$ cat src/rtl/core/apf_pkg.sv
package apf_pkg;

  localparam int MaxNodes = 64;

  localparam logic CMD_ADD_EDGE = 1'b0;
  localparam logic CMD_COMPUTE  = 1'b1;

  localparam logic [0:0] REG_NODE_COUNT = 1'b0;

  typedef struct packed {
    logic       command;
    logic [5:0] node_a;
    logic [5:0] node_b;
  } in_item_t;

  typedef struct packed {
    logic [5:0] cut_node;
    logic       found;
    logic [6:0] cut_total;
    logic       last;
  } out_item_t;

  typedef enum logic [3:0] {
    ST_IDLE,
    ST_SCAN_ROOT,
    ST_READ_TOP,
    ST_READ_ROW,
    ST_STEP,
    ST_POP,
    ST_FIN_ROOT,
    ST_COUNT,
    ST_EMIT,
    ST_CLEAR_ADJ
  } state_t;

  // Commands from controller to datapath.
  typedef struct packed {
    logic load_edge;
    logic clear_flags;
    logic scan_root;
    logic start_root;
    logic read_top;
    logic read_row;
    logic step;
    logic pop;
    logic fin_root;
    logic count;
    logic emit_scan;
    logic emit_push;
    logic clear_adj;
    logic reset_idx;
  } cmd_t;

  // Status from datapath to controller.
  typedef struct packed {
    logic idx_done;
    logic root_unvisited;
    logic stack_empty;
    logic cursor_done;
    logic emit_hit;
    logic out_free;
  } stat_t;

endpackage

$ cat src/rtl/core/apf_ctrl.sv
module apf_ctrl (
  input  logic           clk,
  input  logic           rst,
  input  logic           in_fire,
  input  logic           in_command,
  input  apf_pkg::stat_t stat,
  output apf_pkg::cmd_t  cmd,
  output logic           busy
);

  apf_pkg::state_t state, state_next;

  always_ff @(posedge clk) begin
    if (rst) begin
      state <= apf_pkg::ST_IDLE;
    end else begin
      state <= state_next;
    end
  end

  always_comb begin
    state_next = state;
    cmd = '0;
    busy = (state != apf_pkg::ST_IDLE);
    unique case (state)
      apf_pkg::ST_IDLE: begin
        if (in_fire) begin
          if (in_command == apf_pkg::CMD_COMPUTE) begin
            cmd.reset_idx = 1'b1;
            cmd.clear_flags = 1'b1;
            state_next = apf_pkg::ST_SCAN_ROOT;
          end else begin
            cmd.load_edge = 1'b1;
          end
        end
      end
      apf_pkg::ST_SCAN_ROOT: begin
        if (stat.idx_done) begin
          cmd.reset_idx = 1'b1;
          state_next = apf_pkg::ST_COUNT;
        end else if (stat.root_unvisited) begin
          cmd.start_root = 1'b1;
          state_next = apf_pkg::ST_READ_TOP;
        end else begin
          cmd.scan_root = 1'b1;
        end
      end
      apf_pkg::ST_READ_TOP: begin
        if (stat.stack_empty) begin
          state_next = apf_pkg::ST_FIN_ROOT;
        end else begin
          cmd.read_top = 1'b1;
          state_next = apf_pkg::ST_READ_ROW;
        end
      end
      apf_pkg::ST_READ_ROW: begin
        cmd.read_row = 1'b1;
        state_next = apf_pkg::ST_STEP;
      end
      apf_pkg::ST_STEP: begin
        if (stat.cursor_done) begin
          state_next = apf_pkg::ST_POP;
        end else begin
          cmd.step = 1'b1;
          state_next = apf_pkg::ST_READ_TOP;
        end
      end
      apf_pkg::ST_POP: begin
        cmd.pop = 1'b1;
        state_next = apf_pkg::ST_READ_TOP;
      end
      apf_pkg::ST_FIN_ROOT: begin
        cmd.fin_root = 1'b1;
        cmd.scan_root = 1'b1;
        state_next = apf_pkg::ST_SCAN_ROOT;
      end
      apf_pkg::ST_COUNT: begin
        if (stat.idx_done) begin
          cmd.reset_idx = 1'b1;
          state_next = apf_pkg::ST_EMIT;
        end else begin
          cmd.count = 1'b1;
        end
      end
      apf_pkg::ST_EMIT: begin
        if (stat.idx_done) begin
          cmd.reset_idx = 1'b1;
          state_next = apf_pkg::ST_CLEAR_ADJ;
        end else if (stat.emit_hit) begin
          if (stat.out_free) begin
            cmd.emit_push = 1'b1;
            cmd.emit_scan = 1'b1;
          end
        end else begin
          cmd.emit_scan = 1'b1;
        end
      end
      apf_pkg::ST_CLEAR_ADJ: begin
        cmd.clear_adj = 1'b1;
        if (stat.idx_done) begin
          state_next = apf_pkg::ST_IDLE;
        end
      end
      default: begin
        state_next = apf_pkg::ST_IDLE;
      end
    endcase
  end

endmodule

$ cat config.mk
export PLATFORM = sky130hd
export DESIGN_NAME = apf_ctrl
export DESIGN_NICKNAME = d
export VERILOG_FILES = /design/src/rtl/core/apf_pkg.sv /design/src/rtl/core/apf_ctrl.sv
export SDC_FILE = /design/constraint.sdc
export NUM_CORES = 1
export LEC_CHECK = 0
export BUFFER_PORTS_ARGS = -buffer_cell sky130_fd_sc_hd__buf_2
export CORE_AREA = 2 2 46 48
export CTS_CLUSTER_DIAMETER = 80
export DETAILED_ROUTE_END_ITERATION = 10
export DIE_AREA = 0 0 48 50
export SLEW_MARGIN = 25
export SYNTH_ARGS = -nofsm -noshare
export SYNTH_HDL_FRONTEND = slang
export SYNTH_SLANG_ARGS = --single-unit
$ cat constraint.sdc
create_clock -name clk -period 1.6 [get_ports clk]
set_input_delay 0.16 -clock clk [delete_from_list [all_inputs] [get_ports clk]]
set_output_delay 0.16 -clock clk [all_outputs]
set_load 0.05 [all_outputs]
* Word-level counts from Yosys, hierarchy flattened *
Index checks and enable logic that the tools add are counted.
W data, S select, Z words.

storage, ports and cells
  flip-flop bits (word level) = 4
  output and inout port bits = 15

cells by class
  eq/ne operators = 15
  muxes and demuxes = 37
  reductions and logical operators = 4

operators with widths
  kind                  count
  $pmux W4 S10          1
  $mux W4               7
  $mux W1               19
  $eq A4 B3 Y1 const B  4
  $mux W2               6
  $ne A2 B2 Y1 const B  5
  $eq A4 B2 Y1 const B  2
  $eq A4 B4 Y1 const B  2
  $mux W3               2
  $reduce_and A6 Y1     1
  $eq A4 B1 Y1 const B  1
  $logic_not A4 Y1      1
  $pmux W1 S2           2
  $reduce_bool A4 Y1    1
  $ne A3 B3 Y1 const B  1
  $reduce_or A3 Y1      1

* Longest topological paths before layout *
  depth after elaboration = 4
  mapped depth = 6

* Worst setup path before layout *
Ideal clock, no wire load.

  path kind = register to output
  start point = reg state[2]
  end point = out cmd[7] (netlist bit)
  arrival = 2.231 ns
  slack = -0.791 ns
  cell stages (with the launch flop) = 5
  cell sequence = dfxtp_1 buf_6 clkbuf_1 nand2_1 nor4_1

RTL lines
  what                    line            RTL
  start, declared         apf_ctrl.sv:11  apf_pkg::state_t state, state_next;
  start signal, assigned  apf_ctrl.sv:15  state <= apf_pkg::ST_IDLE;
  start signal, assigned  apf_ctrl.sv:17  state <= state_next;
  end, declared           apf_ctrl.sv:7   output apf_pkg::cmd_t cmd,

==> reports/metrics.cfg <==
[status]
outcome=finished, violations left
violations=setup timing

[floorplanning]
ios=25
die_h_um=50
floorplan.initialDensity=0.243
die_w_um=48
die-area_mm2=0.00240
core_area_mm2=0.00190
core.rowCount=16

[critical_path]
critPathMaxFanout=3
crit_chain=or4_4 > nor2b_4 > a21o_4 > buf_8
critPathRequiredTime_ps=1440
cpPeakStageDelay_ps=580
end_kind=output pin
path_class=reg -> out
slowest_stage=or4_4
worstSetupStartpointType=register
crit_arrival_ps=1520

[sta]
setup_slack_ps=-84.2
tightest_slew_ps=275
slew_headroom=0.816
clock_skew_ps=1.82
setup_viol=6
finalWorstPathRequiredPeriod_ps=1680
slew_violations=0
setup-tns-final_ps=-304
period_share=1.05
rsz0062_at_grt=true
final-hold-violation-count=0
clock.fmax_mhz=594

[power]
combinationalPowerShare=0.739
total_power_mw=1.09
ir_drop_mv=0.524
p_leak_nw=0.369
p_seq_frac=0.140
p_per_area_mw_per_mm2=1260
p_switching_mw=0.538
p_sw_frac=0.492
p_int_mw=0.555
p_clk_frac=0.121

[clocking]
cts_root_buf=clkbuf_4
ctsLongestPathBuffers=2
h-tree-depth=1
cts_inserted_buffers=3
clock-sinks=4
holdBufCountCts=0
clk_pin_slew_ps=40
clk_latency_ps=240
cts_tree=built

[layout]
register_area_um2=86.3
largest_register_ff_count=4
final_cell_mix=buf_2, buf_4, buf_6, nor2_1
nNetsFinal=112
drive_gt1_frac=0.600
antenna_cells=0
instances_no_fill=127
regMostFlops=state
multi_input_comb_area_um2=437
syn2layout_area_growth_pct=88.6
reg.largest.list=state x4
fillers=195
final_common_cell=buf_2

[route]
drt-total-wl_um=1530
ant_nets=0
via_count=636
first_iter_violations=10
route.detailed.drc=0
dr.pass1.iters=4
routedWlPerCell_um=12.1
vias_per_cell=5.01

[synth]
synth_area_um2=462
yosysSeqAreaShare=0.173
netlist.area_leader.share=0.173
avgSynthCellArea_um2=6.79
ys_warn_count=0
synth_edf_count=0
yosysUniqueCellTypes=33
async_flop_share=0
synth-main-ff-cell=dfxtp_1
syn_inst=68
postSynthNetCount=78
yosys.area.top_type=dfxtp_1
synth_area_leaders=dfxtp_1, nor2_1, a21oi_1, nor2b_1, buf_6
synth_seq_cells=4

[global_route]
grt.overflow.total=0
antenna_found_initial=0
grt_max_degree=13
grt_use_total=0.128
grt_first_pass_wirelength_um=2230
grt_pass1_vias=530

[run]
maxCapViolCount=0

[placed_design]
routabilityCongestion=0.823
port_buffers=24
dp_cells=119
dp_hpwl_um=1070

[hold_path]
hold_path_class=in -> reg

what timing repair did:
action	CTS	global route
setup buffers	3	2
pin swaps	4	2
gates resized for setup	24	9
setup endpoints to repair	9	11
per-stage QoR:
step | instance area [um^2] | utilization | setup slack, ps | hold WS [ps]
after floorplan | 531 | - | -233 | 229
after global placement | 693 | 0.364 | 81.8 | 377
after detailed placement | 693 | 0.364 | 54.8 | 375
after CTS | 821 | 0.432 | -85.7 | 115
after global routing | 871 | 0.458 | -118 | 120
final | 871 | 0.458 | -84.2 | 117
per-layer routing:
layer  GRT usage  vias up  wire, um
li1            -      311         -
met1       0.165      297       643
met2       0.200       26       811
met3      0.0147        2        63
met4      0.0676        0        16
met5           0        -         0
layout make-up:
cell class                 count  area share
sequential                     4      0.0991
inverter                       3      0.0129
multi-input combinational     54       0.501
tap                           27      0.0388
clock buffer                   3      0.0259
timing repair buffer          36       0.322
power groups by stage:
stage | Combinational, mW | Clock (mW) | Sequential [mW]
2_1_floorplan | 0.538 | 0 | 0.136
3_3_place_gp | 0.621 | 0 | 0.144
3_5_place_dp | 0.624 | 0 | 0.145
4_1_cts | 0.755 | 0.134 | 0.151
5_1_grt | 0.860 | 0.143 | 0.157
6_report | 0.808 | 0.132 | 0.153
synthesized netlist by cell type (2+ instances only):
cell / count
nor3_1: 4
nor2b_1: 4
nand2b_1: 3
o22ai_1: 2
a21oi_1: 5
clkbuf_1: 3
nand2_1: 4
nor2_1: 8
inv_1: 3
nand3b_1: 2
buf_6: 2
nor4_1: 3
buf_2: 2
dfxtp_1: 4
cells by family (layout without fill, tap and decap cells):
family | count (synthesis) | count (layout) | synth area share
AOI/OAI and AO/OA | 18 | 18 | 0.260
xor gates and xnor gates | 1 | 1 | 0.0190
buffers and inverters | 10 | 42 | 0.119
DFF | 4 | 4 | 0.173
and+or+nand+nor | 35 | 35 | 0.428
worst max-delay path: cells and delay by family, from the launching register on:
| kind | cells | cell delay, ps |
|---|---|---|
| AO/OA/AOI/OAI | 1 | 100 |
| buffers and inverters | 1 | 130 |
| AND/OR/NAND/NOR | 2 | 730 |
| flip-flops | 1 | 320 |
worst paths after layout:
| path | startpoint | to | slack (ps) | cells after the start |
|---|---|---|---|---|
| worst max-delay path | state[3] | cmd[0] | -80 | 4 |
| worst min-delay path | rst | state[2] | 120 | 2 |
| worst max register to register | state[3] | state[1] | 50 | 5 |
| worst min register to register | state[3] | state[3] | 740 | 4 |
(Power assumes the default switching activity.)
